## config.mk

```make
export PLATFORM = sky130hd
export DESIGN_NAME = tilted_wave_pixel_oscillator
export DESIGN_NICKNAME = d
export VERILOG_FILES = /design/src/twpo_pkg.sv /design/src/tilted_wave_pixel_oscillator.sv
export SDC_FILE = /design/constraint.sdc
export NUM_CORES = 2
export LEC_CHECK = 0
export ABC_AREA = 0
export ABC_CLOCK_PERIOD_IN_PS = 28500
export BUFFER_PORTS_ARGS = -buffer_cell sky130_fd_sc_hd__buf_2
export CAP_MARGIN = 0
export CELL_PAD_IN_SITES_DETAIL_PLACEMENT = 2
export CELL_PAD_IN_SITES_GLOBAL_PLACEMENT = 2
export CORE_AREA = 2 2 295 588
export CTS_CLUSTER_DIAMETER = 150
export DETAILED_ROUTE_END_ITERATION = 8
export DIE_AREA = 0 0 297 590
export PLACE_DENSITY_LB_ADDON = 0.1
export SYNTH_ARGS = -nofsm -noshare
export SYNTH_HDL_FRONTEND = slang
export SYNTH_SLANG_ARGS = --single-unit
```

## constraint.sdc

```tcl
create_clock -name clk_i -period 28.5 [get_ports clk_i]
set_input_delay 1.425 -clock clk_i [delete_from_list [all_inputs] [get_ports clk_i]]
set_output_delay 1.425 -clock clk_i [all_outputs]
set_load 0.005 [all_outputs]
```

## src/twpo_pkg.sv

```systemverilog
package twpo_pkg;

  typedef enum logic [3:0] {
    ST_IDLE,
    ST_MUL_E,
    ST_MUL_F,
    ST_MUL_A,
    ST_MUL_B,
    ST_DIV_X,
    ST_MUL_C,
    ST_MUL_D,
    ST_DIV_Y,
    ST_PHASE,
    ST_CORDIC,
    ST_DONE
  } state_e;

  typedef enum logic [1:0] {
    SHAPE_SINE   = 2'd0,
    SHAPE_SQUARE = 2'd1,
    SHAPE_TRI    = 2'd2,
    SHAPE_SAW    = 2'd3
  } shape_e;

  typedef enum logic [2:0] {
    REG_WIDTH  = 3'd0,
    REG_HEIGHT = 3'd1,
    REG_FREQ   = 3'd2,
    REG_TILT   = 3'd3,
    REG_SHAPE  = 3'd4,
    REG_START  = 3'd5,
    REG_FRAME  = 3'd6
  } reg_e;

  localparam int DIVW         = 51;
  localparam int CORDIC_STEPS = 24;
  localparam int MAX_DIM      = 4096;

  localparam logic [16:0] ONE_TILT  = 17'd65536;
  localparam logic [16:0] Q_QUARTER = 17'd16384;
  localparam logic [16:0] Q_HALF    = 17'd32768;
  localparam logic [16:0] Q_THREEQ  = 17'd49152;

  localparam logic signed [33:0] CORDIC_K   = 34'sd652032874;
  localparam logic signed [16:0] SAMPLE_ONE = 17'sd16384;

  function automatic logic signed [33:0] cordic_angle(input logic [4:0] i);
    logic signed [33:0] a;
    case (i)
      5'd0:  a = 34'sd536870912;
      5'd1:  a = 34'sd316933406;
      5'd2:  a = 34'sd167458907;
      5'd3:  a = 34'sd85004756;
      5'd4:  a = 34'sd42667331;
      5'd5:  a = 34'sd21354465;
      5'd6:  a = 34'sd10679838;
      5'd7:  a = 34'sd5340245;
      5'd8:  a = 34'sd2670163;
      5'd9:  a = 34'sd1335087;
      5'd10: a = 34'sd667544;
      5'd11: a = 34'sd333772;
      5'd12: a = 34'sd166886;
      5'd13: a = 34'sd83443;
      5'd14: a = 34'sd41722;
      5'd15: a = 34'sd20861;
      5'd16: a = 34'sd10430;
      5'd17: a = 34'sd5215;
      5'd18: a = 34'sd2608;
      5'd19: a = 34'sd1304;
      5'd20: a = 34'sd652;
      5'd21: a = 34'sd326;
      5'd22: a = 34'sd163;
      5'd23: a = 34'sd81;
      default: a = 34'sd0;
    endcase
    return a;
  endfunction

endpackage

```

## src/tilted_wave_pixel_oscillator.sv

```systemverilog
// Channel   Dir  Handshake              Payload
// pixel     in   in_valid_i/in_ready_o  pixel_x_i, pixel_y_i
// sample    out  out_valid_o/out_ready_i sample_value_o
// config    in   APB psel/penable/pwrite paddr, pwdata, prdata
//
// After a word is taken, in_ready_o stays low until its sample is loaded into the
// output register, so no new word is taken before the last is done: one shared 32x32
// multiplier runs six products, a bit-serial divider runs once for each of the two
// axis terms, and the CORDIC takes 24 steps.
// Reset: config registers go to their defaults, saw reference to zero.
// The last step holds while an earlier sample still waits at the output.
module tilted_wave_pixel_oscillator (
  input  logic                clk_i,
  input  logic                rst_ni,
  input  logic                in_valid_i,
  output logic                in_ready_o,
  input  logic [11:0]         pixel_x_i,
  input  logic [11:0]         pixel_y_i,
  output logic                out_valid_o,
  input  logic                out_ready_i,
  output logic signed [15:0]  sample_value_o,
  input  logic                psel,
  input  logic                penable,
  input  logic                pwrite,
  input  logic [4:0]          paddr,
  input  logic [31:0]         pwdata,
  output logic [31:0]         prdata,
  output logic                pready
);
  import twpo_pkg::*;

  // config registers
  logic [12:0] width_q, height_q;
  logic [23:0] freq_q;
  logic [16:0] tilt_q;
  logic [1:0]  shape_q;
  logic [31:0] start_q;
  logic [15:0] frame_q;

  logic wr_en;
  assign wr_en  = psel && penable && pwrite;
  assign pready = 1'b1;

  always_ff @(posedge clk_i or negedge rst_ni) begin
    if (!rst_ni) begin
      width_q  <= 13'd256;
      height_q <= 13'd256;
      freq_q   <= 24'd65536;
      tilt_q   <= 17'd0;
      shape_q  <= SHAPE_SINE;
      start_q  <= 32'd0;
      frame_q  <= 16'd0;
    end else if (wr_en) begin
      case (reg_e'(paddr[4:2]))
        REG_WIDTH:  width_q  <= pwdata[12:0];
        REG_HEIGHT: height_q <= pwdata[12:0];
        REG_FREQ:   freq_q   <= pwdata[23:0];
        REG_TILT:   tilt_q   <= pwdata[16:0];
        REG_SHAPE:  shape_q  <= pwdata[1:0];
        REG_START:  start_q  <= pwdata;
        REG_FRAME:  frame_q  <= pwdata[15:0];
        default: ;
      endcase
    end
  end

  always_comb begin
    case (reg_e'(paddr[4:2]))
      REG_WIDTH:  prdata = {19'd0, width_q};
      REG_HEIGHT: prdata = {19'd0, height_q};
      REG_FREQ:   prdata = {8'd0, freq_q};
      REG_TILT:   prdata = {15'd0, tilt_q};
      REG_SHAPE:  prdata = {30'd0, shape_q};
      REG_START:  prdata = start_q;
      REG_FRAME:  prdata = {16'd0, frame_q};
      default:    prdata = 32'd0;
    endcase
  end

  // static decode of the configuration
  logic [12:0] w_cl, h_cl;
  logic [11:0] xmax, ymax;
  logic        f_neg;
  logic [23:0] fmag;
  logic [16:0] tcl, pt, xa, ya, mmag;
  logic        half, mirror, m_neg;

  always_comb begin
    w_cl = (width_q < 13'd2) ? 13'd2 :
           (width_q > 13'(MAX_DIM)) ? 13'(MAX_DIM) : width_q;
    h_cl = (height_q < 13'd2) ? 13'd2 :
           (height_q > 13'(MAX_DIM)) ? 13'(MAX_DIM) : height_q;
    xmax = 12'(w_cl - 13'd1);
    ymax = 12'(h_cl - 13'd1);
    f_neg = freq_q[23];
    fmag  = f_neg ? (24'd0 - freq_q) : freq_q;
    tcl = (tilt_q > ONE_TILT) ? ONE_TILT : tilt_q;
    pt  = ONE_TILT - tcl;
    if (pt <= Q_QUARTER) begin
      ya = ONE_TILT - 17'(pt << 2); xa = 17'(pt << 2); half = 1'b0; mirror = 1'b0;
    end else if (pt <= Q_HALF) begin
      ya = 17'((pt - Q_QUARTER) << 2); xa = ONE_TILT - ya; half = 1'b0; mirror = 1'b1;
    end else if (pt <= Q_THREEQ) begin
      xa = 17'((pt - Q_HALF) << 2); ya = ONE_TILT - xa; half = 1'b1; mirror = 1'b0;
    end else begin
      ya = 17'((pt - Q_THREEQ) << 2); xa = ONE_TILT - ya; half = 1'b1; mirror = 1'b1;
    end
    // per-frame multiplier, kept as sign and magnitude
    if (tcl <= Q_QUARTER) begin
      mmag = ONE_TILT - 17'(tcl << 2); m_neg = 1'b0;
    end else if (tcl <= Q_HALF) begin
      mmag = 17'((tcl - Q_QUARTER) << 2); m_neg = 1'b1;
    end else if (tcl <= Q_THREEQ) begin
      mmag = ONE_TILT - 17'((tcl - Q_HALF) << 2); m_neg = 1'b0;
    end else begin
      mmag = 17'((tcl - Q_THREEQ) << 2); m_neg = 1'b1;
    end
  end

  // datapath state
  state_e state_q, state_d;
  logic [11:0] x_q, y_q, x_d, y_d;
  logic [63:0] prod_q, prod_d;
  logic [DIVW-1:0] dq_q, dq_d;
  logic [11:0] rem_q, rem_d;
  logic [5:0]  cnt_q, cnt_d;
  logic        neg_q, neg_d;
  logic [31:0] acc_q, acc_d;
  logic [31:0] ph_q, ph_d;
  logic signed [33:0] cx_q, cy_q, z_q, cx_d, cy_d, z_d;
  logic signed [15:0] ref_q, ref_d;
  logic signed [15:0] out_q, out_d;
  logic        ov_q, ov_d;

  // shared multiplier
  logic [31:0] op_a, op_b;
  logic [63:0] mul_p;
  assign mul_p = op_a * op_b;

  // mirrored row as sign and magnitude
  logic        ry_neg;
  logic [11:0] rymag;
  always_comb begin
    ry_neg = mirror && (y_q > ymax);
    rymag  = ry_neg ? (y_q - ymax) : (mirror ? (ymax - y_q) : y_q);
  end

  // divider step
  logic [12:0] r_try, dvs;
  logic        ge;
  logic [DIVW-1:0] dq_nx;
  logic [31:0] q_lo;
  always_comb begin
    dvs   = {1'b0, (state_q == ST_DIV_Y) ? ymax : xmax};
    r_try = {rem_q, dq_q[DIVW-1]};
    ge    = (r_try >= dvs);
    dq_nx = {dq_q[DIVW-2:0], ge};
    q_lo  = neg_q ? (32'd0 - dq_nx[31:0]) : dq_nx[31:0];
  end

  // CORDIC step and phase fold
  logic signed [33:0] sh_x, sh_y, ang, z0, zf, ph_s;
  logic [31:0] ph_new;
  always_comb begin
    sh_x = cy_q >>> cnt_q[4:0];
    sh_y = cx_q >>> cnt_q[4:0];
    ang  = cordic_angle(cnt_q[4:0]);
    ph_new = acc_q + (half ? 32'h8000_0000 : 32'd0);
    ph_s = {{2{ph_new[31]}}, ph_new};
    z0   = ph_s;
    if (z0 > 34'sd1073741824)       zf = 34'sd2147483648 - z0;
    else if (z0 < -34'sd1073741824) zf = -34'sd2147483648 - z0;
    else                            zf = z0;
  end

  // final shaping
  logic signed [35:0] v, tri36, sin36;
  logic signed [15:0] tri_v;
  logic signed [16:0] tm, hv, av, bv, sv, res;
  logic        last, ref_upd;
  logic [32:0] q33;
  always_comb begin
    q33 = {1'b0, ph_q};
    if (q33 < 33'h0_4000_0000)      v = $signed({3'b0, q33} << 2);
    else if (q33 < 33'h0_C000_0000) v = 36'sh2_0000_0000 - $signed({3'b0, q33} << 2);
    else                            v = $signed({3'b0, q33} << 2) - 36'sh4_0000_0000;
    tri36 = 36'sd0 - ((v + 36'sd131072) >>> 18);
    tri_v = tri36[15:0];
    tm  = {tri_v[15], tri_v} - SAMPLE_ONE;
    hv  = tm >>> 1;
    av  = (tri_v <= ref_q) ? hv : (17'sd0 - hv);
    bv  = 17'sd0 - av;
    sin36 = {{2{cy_q[33]}}, cy_q} + 36'sd32768;
    sin36 = sin36 >>> 16;
    if (sin36 > 36'sd16384)       sv = SAMPLE_ONE;
    else if (sin36 < -36'sd16384) sv = -SAMPLE_ONE;
    else                          sv = sin36[16:0];
    last = (x_q == xmax);
    ref_upd = 1'b1;
    if (((pt == 17'd0) || (pt == ONE_TILT)) && last)  res = av;
    else if ((pt == Q_HALF) && last)                   res = bv;
    else if ((pt > 17'd0) && (pt < Q_HALF))            res = bv;
    else if ((pt > Q_HALF) && (pt < ONE_TILT))         res = av;
    else begin
      res = av; ref_upd = 1'b0;
    end
  end

  assign in_ready_o     = (state_q == ST_IDLE);
  assign out_valid_o    = ov_q;
  assign sample_value_o = out_q;

  always_comb begin
    state_d = state_q;
    x_d = x_q; y_d = y_q;
    prod_d = prod_q; dq_d = dq_q; rem_d = rem_q; cnt_d = cnt_q;
    neg_d = neg_q; acc_d = acc_q; ph_d = ph_q;
    cx_d = cx_q; cy_d = cy_q; z_d = z_q;
    ref_d = ref_q; out_d = out_q;
    ov_d = ov_q && !out_ready_i;
    op_a = 32'd0; op_b = 32'd0;
    case (state_q)
      ST_IDLE: begin
        if (in_valid_i) begin
          x_d = pixel_x_i; y_d = pixel_y_i;
          state_d = ST_MUL_E;
        end
      end
      ST_MUL_E: begin
        op_a = {8'd0, fmag}; op_b = {15'd0, mmag};
        prod_d = mul_p;
        state_d = ST_MUL_F;
      end
      ST_MUL_F: begin
        op_a = {16'd0, frame_q};
        op_b = (f_neg ^ m_neg) ? (32'd0 - prod_q[31:0]) : prod_q[31:0];
        prod_d = mul_p;
        state_d = ST_MUL_A;
      end
      ST_MUL_A: begin
        acc_d = start_q + prod_q[31:0];
        op_a = {20'd0, x_q}; op_b = {15'd0, xa};
        prod_d = mul_p;
        state_d = ST_MUL_B;
      end
      ST_MUL_B: begin
        op_a = {3'd0, prod_q[28:0]}; op_b = {8'd0, fmag};
        dq_d = mul_p[DIVW-1:0]; rem_d = 12'd0; cnt_d = 6'd0;
        neg_d = f_neg;
        state_d = ST_DIV_X;
      end
      ST_DIV_X, ST_DIV_Y: begin
        dq_d  = dq_nx;
        rem_d = ge ? 12'(r_try - dvs) : r_try[11:0];
        cnt_d = cnt_q + 6'd1;
        if (cnt_q == 6'(DIVW - 1)) begin
          acc_d = acc_q + q_lo;
          state_d = (state_q == ST_DIV_X) ? ST_MUL_C : ST_PHASE;
        end
      end
      ST_MUL_C: begin
        op_a = {20'd0, rymag}; op_b = {15'd0, ya};
        prod_d = mul_p;
        state_d = ST_MUL_D;
      end
      ST_MUL_D: begin
        op_a = {3'd0, prod_q[28:0]}; op_b = {8'd0, fmag};
        dq_d = mul_p[DIVW-1:0]; rem_d = 12'd0; cnt_d = 6'd0;
        neg_d = f_neg ^ ry_neg;
        state_d = ST_DIV_Y;
      end
      ST_PHASE: begin
        ph_d = ph_new;
        cx_d = CORDIC_K; cy_d = 34'sd0; z_d = zf; cnt_d = 6'd0;
        state_d = (shape_e'(shape_q) == SHAPE_SINE) ? ST_CORDIC : ST_DONE;
      end
      ST_CORDIC: begin
        if (!z_q[33]) begin
          cx_d = cx_q - sh_x; cy_d = cy_q + sh_y; z_d = z_q - ang;
        end else begin
          cx_d = cx_q + sh_x; cy_d = cy_q - sh_y; z_d = z_q + ang;
        end
        cnt_d = cnt_q + 6'd1;
        if (cnt_q == 6'(CORDIC_STEPS - 1)) state_d = ST_DONE;
      end
      ST_DONE: begin
        if (!ov_q || out_ready_i) begin
          ov_d = 1'b1;
          state_d = ST_IDLE;
          case (shape_e'(shape_q))
            SHAPE_SINE:   out_d = sv[15:0];
            SHAPE_SQUARE: out_d = (ph_q <= 32'h8000_0000) ? 16'sd16384 : -16'sd16384;
            SHAPE_TRI:    out_d = tri_v;
            SHAPE_SAW: begin
              out_d = res[15:0];
              if (ref_upd) ref_d = tri_v;
            end
            default: out_d = 16'sd0;
          endcase
        end
      end
      default: state_d = ST_IDLE;
    endcase
  end

  always_ff @(posedge clk_i or negedge rst_ni) begin
    if (!rst_ni) begin
      state_q <= ST_IDLE;
      ov_q    <= 1'b0;
      ref_q   <= 16'sd0;
      cnt_q   <= 6'd0;
    end else begin
      state_q <= state_d;
      ov_q    <= ov_d;
      ref_q   <= ref_d;
      cnt_q   <= cnt_d;
    end
  end

  always_ff @(posedge clk_i) begin
    x_q <= x_d; y_q <= y_d;
    prod_q <= prod_d; dq_q <= dq_d; rem_q <= rem_d;
    neg_q <= neg_d; acc_q <= acc_d; ph_q <= ph_d;
    cx_q <= cx_d; cy_q <= cy_d; z_q <= z_d;
    out_q <= out_d;
  end

  a_busy_after_accept: assert property (@(posedge clk_i) disable iff (!rst_ni)
    (in_valid_i && in_ready_o) |=> !in_ready_o)
    else $error("ready high right after a word was taken");

  a_sample_range: assert property (@(posedge clk_i) disable iff (!rst_ni)
    out_valid_o |-> (sample_value_o <= 16'sd16384) && (sample_value_o >= -16'sd16384))
    else $error("sample out of range");

  a_div_count: assert property (@(posedge clk_i) disable iff (!rst_ni)
    ((state_q == ST_DIV_X) || (state_q == ST_DIV_Y)) |-> (cnt_q < 6'(DIVW)))
    else $error("divider count overrun");

  a_cordic_count: assert property (@(posedge clk_i) disable iff (!rst_ni)
    (state_q == ST_CORDIC) |-> (cnt_q < 6'(CORDIC_STEPS)))
    else $error("cordic count overrun");

endmodule

```

== Yosys cells after proc, flatten, opt, wreduce, memory -nomap -nowiden ==
Memory sizes are Yosys's and may differ from the RTL's.
Index checks and enable logic that the tools add are counted.

* Flip-flop bits (word level): 446
* Memory bits (read-only): 960
* Bits of input ports: 68
* Output and inout bits: 51
* Word-level logic and storage cells: 232
* Memories: 1

* Add/subtract/negate cells: 41
* Multiply operators: 1
* Magnitude comparators: 25
* Equality and inequality tests: 29
* Shifts and indexed selects: 2
* Muxes and demuxes: 70
* Bitwise operators: 2
* Reduce and logical (&&, ||, !) cells: 38

{| class="wikitable"
|+ Memory list
! name !! depth !! width !! read ports !! clocked after memory_dff !! wr ports !! line !! source
|-
| (no name shown) || 32 || 30 || 1 || 0 || 0 || twpo_pkg.sv:49 || <nowiki>case (i)</nowiki>
|}

{| class="wikitable"
|+ Operators with widths
! operator !! number
|-
| 34-bit 2-to-1 mux || 7
|-
| 32-bit one-hot mux with 7 select lines || 1
|-
| 34-bit one-hot mux with 2 select lines || 3
|-
| 17-bit 2-to-1 mux || 10
|-
| 32-bit one-hot mux with 5 select lines || 1
|-
| 29-bit one-hot mux with 5 select lines || 1
|-
| 32-bit 2-to-1 mux || 4
|-
| 17-bit subtractor, first input constant || 7
|-
| 16-bit 2-to-1 mux || 7
|-
| 34-bit adder || 3
|-
| 51-bit one-hot mux with 2 select lines || 1
|-
| 34-bit subtractor || 3
|-
| 32-bit adder || 3
|-
| 12-bit 2-to-1 mux || 8
|-
| 17-bit by 16-bit less-or-equal comparator with 1-bit output, second input constant || 4
|-
| 34-bit by 5-bit >>> shifter with 34-bit output || 2
|-
| 32-bit by 31-bit less-than comparator with 1-bit output, second input constant || 2
|-
| 16-bit one-hot mux with 4 select lines || 1
|-
| 32-bit one-hot mux with 2 select lines || 1
|-
| 1-bit by 32-bit subtractor with 32-bit output, first input constant || 2
|-
| 15-bit subtractor, second input constant || 4
|-
| 29-bit by 32-bit multiplier with 51-bit output || 1
|-
| 1-bit by 16-bit subtractor with 16-bit output, first input constant || 3
|-
| 4-bit one-hot mux with 11 select lines || 1
|-
| 63 further kinds || 128
|}

== Logic depth before layout (Yosys ltp) ==
* Word-level depth: 13
* Gate-level depth with buffers: 60
* Mapped depth without buffers: 58

== Least setup slack after synthesis ==
Ideal clock, no wire load.

* Kind: flip-flop to flip-flop
* Start point: reg height_q[4]
* End point: reg dq_q[49] (data pin)
* Setup time: 256 ps
* Arrival: 11908 ps
* Data required time: 28244 ps
* Setup slack: 16336 ps
* Cell stages (with the launch flop): 54
* Path buffers: 3
* Clock period less this slack: 12164 ps
* Cell sequence: dfrtp_1 > clkbuf_1 > nor4_1 > nor2b_1 > and3_1 > inv_1 > o21ai_0 > nand2_1 > xnor2_1 > ha_1 > a21o_1 > a21o_1 > a211o_1 > a21o_1 > a21o_1 > a21o_1 > a21oi_1 > o21ai_1 > (+18 left out) > inv_1 > fa_1 > inv_1 > ha_1 > a21oi_1 > o21ai_0 > a21oi_1 > o22ai_1 > o41a_1 > a21oi_1 > o211ai_1 > a31oi_1 > o21ai_0 > a21oi_1 > o21ai_0 > nor2b_1 > mux2i_1 > o22a_1

* Word-level cells in the longest chain between the ends: 10
* Elaborated cells on any way between the ends: 14
* Those cells by class: add/sub: 3; mul: 1; order compare: 3; mux: 6; reduce/logical: 1

{| class="wikitable"
|+ Ends and longest elaborated chain
! element !! line !! source
|-
| start, declared || tilted_wave_pixel_oscillator.sv:33 || <nowiki>logic [12:0] width_q, height_q;</nowiki>
|-
| start signal, assigned || tilted_wave_pixel_oscillator.sv:56 || <nowiki>REG_HEIGHT: height_q <= pwdata[12:0];</nowiki>
|-
| 13-bit greater-than comparator || tilted_wave_pixel_oscillator.sv:92 || <nowiki>(height_q > 13'(MAX_DIM)) ? 13'(MAX_DIM) : height_q;</nowiki>
|-
| 12-bit 2-to-1 mux || tilted_wave_pixel_oscillator.sv:92 ||
|-
| 12-bit 2-to-1 mux (*) || tilted_wave_pixel_oscillator.sv:91 || <nowiki>h_cl = (height_q < 13'd2) ? 13'd2 :</nowiki>
|-
| 12-bit by 1-bit subtractor with 12-bit output (*) || tilted_wave_pixel_oscillator.sv:94 || <nowiki>ymax = 12'(h_cl - 13'd1);</nowiki>
|-
| 12-bit subtractor / 12-bit greater-than comparator (equally long branches) || tilted_wave_pixel_oscillator.sv:145, tilted_wave_pixel_oscillator.sv:144 ||
|-
| 12-bit 2-to-1 mux / 1-bit logical AND (equally long branches) || tilted_wave_pixel_oscillator.sv:145, tilted_wave_pixel_oscillator.sv:144 ||
|-
| 12-bit 2-to-1 mux (*) || tilted_wave_pixel_oscillator.sv:145 || <nowiki>rymag = ry_neg ? (y_q - ymax) : (mirror ? (ymax - y_q) : y_q);</nowiki>
|-
| 29-bit one-hot mux with 5 select lines (*) || tilted_wave_pixel_oscillator.sv:222 || <nowiki>case (state_q)</nowiki>
|-
| 29-bit by 32-bit multiplier with 51-bit output (*) || tilted_wave_pixel_oscillator.sv:138 || <nowiki>assign mul_p = op_a * op_b;</nowiki>
|-
| 51-bit one-hot mux with 2 select lines (*) || tilted_wave_pixel_oscillator.sv:222 ||
|-
| named net dq_d[49] || tilted_wave_pixel_oscillator.sv:124 || <nowiki>logic [DIVW-1:0] dq_q, dq_d;</nowiki>
|-
| end signal, assigned || tilted_wave_pixel_oscillator.sv:322 || <nowiki>prod_q <= prod_d; dq_q <= dq_d; rem_q <= rem_d;</nowiki>
|-
| end, declared || tilted_wave_pixel_oscillator.sv:124 ||
|}

Mark *: on every way through the listed nets, which the timed path passes. The rest lies on a longest branch.
A chain may end at the register's enable or synchronous reset.

== Worst setup path in the final report ==
* Start point: reg tilt_q[16]
* End point: reg dq_q[47] (data pin)

* Word-level cells in the longest chain between the ends: 12
* Elaborated cells on any way between the ends: 45
* Those cells by class: add/sub: 13; mul: 1; order compare: 7; mux: 22; bitwise: 1; reduce/logical: 1

{| class="wikitable"
|+ Ends and longest elaborated chain
! element !! line !! source
|-
| start, declared || tilted_wave_pixel_oscillator.sv:35 || <nowiki>logic [16:0] tilt_q;</nowiki>
|-
| start signal, assigned || tilted_wave_pixel_oscillator.sv:58 || <nowiki>REG_TILT: tilt_q <= pwdata[16:0];</nowiki>
|-
| 17-bit greater-than comparator || tilted_wave_pixel_oscillator.sv:97 || <nowiki>tcl = (tilt_q > ONE_TILT) ? ONE_TILT : tilt_q;</nowiki>
|-
| 17-bit 2-to-1 mux (*) || tilted_wave_pixel_oscillator.sv:97 ||
|-
| parallel branches: the longest is 8 deep, another holds 17-bit subtractor || n/a ||
|-
| 29-bit by 32-bit multiplier with 51-bit output (*) || tilted_wave_pixel_oscillator.sv:138 ||
|-
| 51-bit one-hot mux with 2 select lines (*) || tilted_wave_pixel_oscillator.sv:222 ||
|-
| named net dq_d[47] || tilted_wave_pixel_oscillator.sv:124 ||
|}

Mark *: on every way through the listed nets, which the timed path passes.

==> flow_summary.yaml <==
outcome:
  status: "finished, final reports clean"
logic_synthesis:
  seq_area_frac_synth_pct: 18.7
  yosysUniqueCellTypes: 104
  synth_ff_type: "edfxtp_1"
  synth_edf_count: 302
  yosysWarnings: 0
  syn-cell-area_mm2: 0.0678
  synth_top_area_cell: "fa_1"
  synth_area_leaders: "fa_1 (23%), edfxtp_1 (13%), ha_1 (7.8%)"
  synth_top_area_share_pct: 22.7
  avgSynthCellArea_um2: 8.72
  synthArstFlopShare_pct: 32.3
  synth-seq-cells: 446
  synth_cells: 7784
critical_path:
  cp_common_cell: "fa_1"
  crit_fanout: 27
  worst_setup_path_end_kind: "flip-flop"
  required_ns: 28.91
  critPathLaunchType: "flip-flop"
  max_stage_delay_ns: 1.10
  worstSetupPathType: "reg -> reg"
  crit_arrival_ns: 17.48
  crit_slowest_cell: "and3_1"
clocking:
  hold_buffers: 0
  root_buffer: "clkbuf_16"
  htreeDepth: 2
  ctsResizeCount: 0
  clkLatencyLatePin_ns: 0.73
  clk_path_buf_depth: 3
  cts_tree: "built"
  clk_transition_reported_paths_ns: 0.07
  cts_setup_buffers: 0
  cts.sinks: 446
  cts_buffers: 52
routing:
  vias: 61000
  wire_per_inst_um: 32.0
  wl_mm: 323
  drt-initial-drc-count: 3001
  viasPerCell: 6.03
  postRouteAntennaNets: 0
  drc: 0
  first_pass_iters: 6
timing:
  setup_tns_ns: 0
  clock_skew_ns: 0.0433
  final.period_utilization_pct: 59.9
  slew_headroom_pct: 7.33
  rsz0062_at_grt: "no"
  period_minus_slack_ns: 17.06
  maxSlewViolCount: 0
  tightest_slew_ns: 1.39
  setup_viol: 0
  max_freq_ghz: 0.0586
  hold_viol_final: 0
global_routing:
  grt_pass1_wl_mm: 471
  grt_use_total_pct: 36.9
  antenna_found_initial: 32
  grt_max_degree: 73
  grt_pass1_vias: 70400
  grt_overflow: 0
worst_hold_path:
  hp-class: "reg -> reg"
floorplan:
  rows: 215
  fp.dieH_um: 590
  initial_core_util_pct: 39.7
  core_mm2: 0.171
  io_pins: 119
  die_w_um: 297
  die_area_mm2: 0.175
finish:
  multi_input_area_mm2: 0.0506
  regArea_mm2: 0.0127
  nets: 9029
  final_area_mm2: 0.0735
  drive_gt1_share_pct: 9.11
  layout-area-overhead-vs-synth_pct: 8.41
  nFillCells: 19200
place:
  postPlaceCellArea_mm2: 0.0716
  place_congestion: 0.960
  dpl.hpwl_mm: 260
  port_buffers: 115
flow_run:
  cap_violations: 0
## cells in the mapped netlist (73+ instances only)
master / number
nand3_1: 103
a21o_1: 105
nor3_1: 139
mux2i_1: 97
ha_1: 422
nor2_1: 678
inv_1: 952
xor2_1: 188
mux4_2: 73
a21oi_1: 440
nand2_1: 1045
clkbuf_1: 315
and2_1: 88
a31oi_1: 82
edfxtp_1: 302
dfrtp_1: 141
fa_1: 770
xnor2_1: 323
mux2_2: 150
o21ai_0: 334
## cell families (layout without fill, tap and decap cells)
family          Yosys count  in the layout  synth area share (%)
mux                     323            323                  6.43
fa+ha+maj              1193           1193                  30.5
flops                   446            446                  18.7
simple gates           2475           2475                  16.3
other cells               2             75                0.0111
buf+inv                1362           1340                  7.66
compound gates         1470           1470                  13.8
xor+xnor                513            513                  6.65
## final cells by class
type / count / share of cell area [%]
diodes: 22 / 0.0749
clock buffers: 69 / 1.94
clock inverters: 29 / 0.650
inverters: 964 / 4.92
multi-input cells: 6027 / 68.8
flip-flops and latches: 446 / 17.3
well taps: 2278 / 3.88
repair buffers: 278 / 2.46
## routing by layer
metal / wire (µm) / share of wire (%) / global-route usage, %
met1: 90700 / 28 / 29.7
met2: 174000 / 54 / 69.8
met3: 14900 / 4.6 / 7.30
met4: 44100 / 14 / 40.9
met5: 103 / 0.032 / 0
## state kept, by name (all words and copies together), names as in the netlist, 16 cells and up
name	flops
freq_q	24
sample_value_o	16
frame_q	16
ref_q	16
z_q	34
ph_q	32
start_q	32
cx_q	34
dq_q	51
prod_q	32
acc_q	32
cy_q	34
tilt_q	17
## metrics by stage
stage | hold slack [ns] | setup slack (ns) | util (%) | std cells
floorplan | 0.480 | 16.34 | - | 7835
global placement | 0.498 | 11.99 | 41.8 | 9992
detailed placement | 0.507 | 11.90 | 41.8 | 9992
CTS | 0.521 | 11.82 | 42.9 | 10100
global route | 0.541 | 10.58 | 43.0 | 10100
finish | 0.519 | 11.44 | 43.0 | 10100
## worst max-delay path, delay by kind of cell, from the launching register on
kind,cells,cell delay [ns]
buffers and inverters,7,1.63
adder cells (fa/ha/maj),10,4.84
XOR/XNOR,2,0.78
AND/OR/NAND/NOR,8,3.05
multiplexers,1,0.58
flip-flops,1,0.79
AO/OA/AOI/OAI,18,5.04
## path summary, 6_finish.rpt
path / slack [ns] / endpoint / startpoint / cells past startpoint
max: 11.44 / dq_q[47] / tilt_q[16] / 46
min: 0.52 / ref_q[0] / ref_q[0] / 1
max reg2reg: 11.44 / dq_q[47] / tilt_q[16] / 46
min reg2reg: 0.52 / ref_q[0] / ref_q[0] / 1
max in group asynchronous: 26.28 / frame_q[10] / rst_ni / 2
min in group asynchronous: 0.67 / start_q[18] / rst_ni / 1
## cell usage in the layout, fill, tap and decap left out, types with 23 or more instances in the layout
cell          n
nand2_1    1041
inv_1       951
fa_1        770
nor2_1      669
a21oi_1     435
ha_1        422
o21ai_0     330
xnor2_1     321
edfxtp_1    302
xor2_1      188
buf_4       162
mux2_2      150
dfrtp_1     136
nor3_1      134
buf_2       114
a21o_1      105
nand3_1     103
mux2i_1      96
and2_1       88
a31oi_1      82
mux4_2       73
nand2b_1     72
and3_1       67
nor2b_1      64
o21a_1       59
conb_1       53
clkbuf_16    53
o31ai_1      43
nand4_1      39
or3_1        36
a211oi_1     36
nor4_1       35
o211ai_1     31
o21bai_1     28
or4_1        27
o22ai_1      26
a22oi_1      23
o41ai_1      23
Power is not shown: default switching activity piles up to over one toggle a cycle in this logic, so the estimate is an artifact.
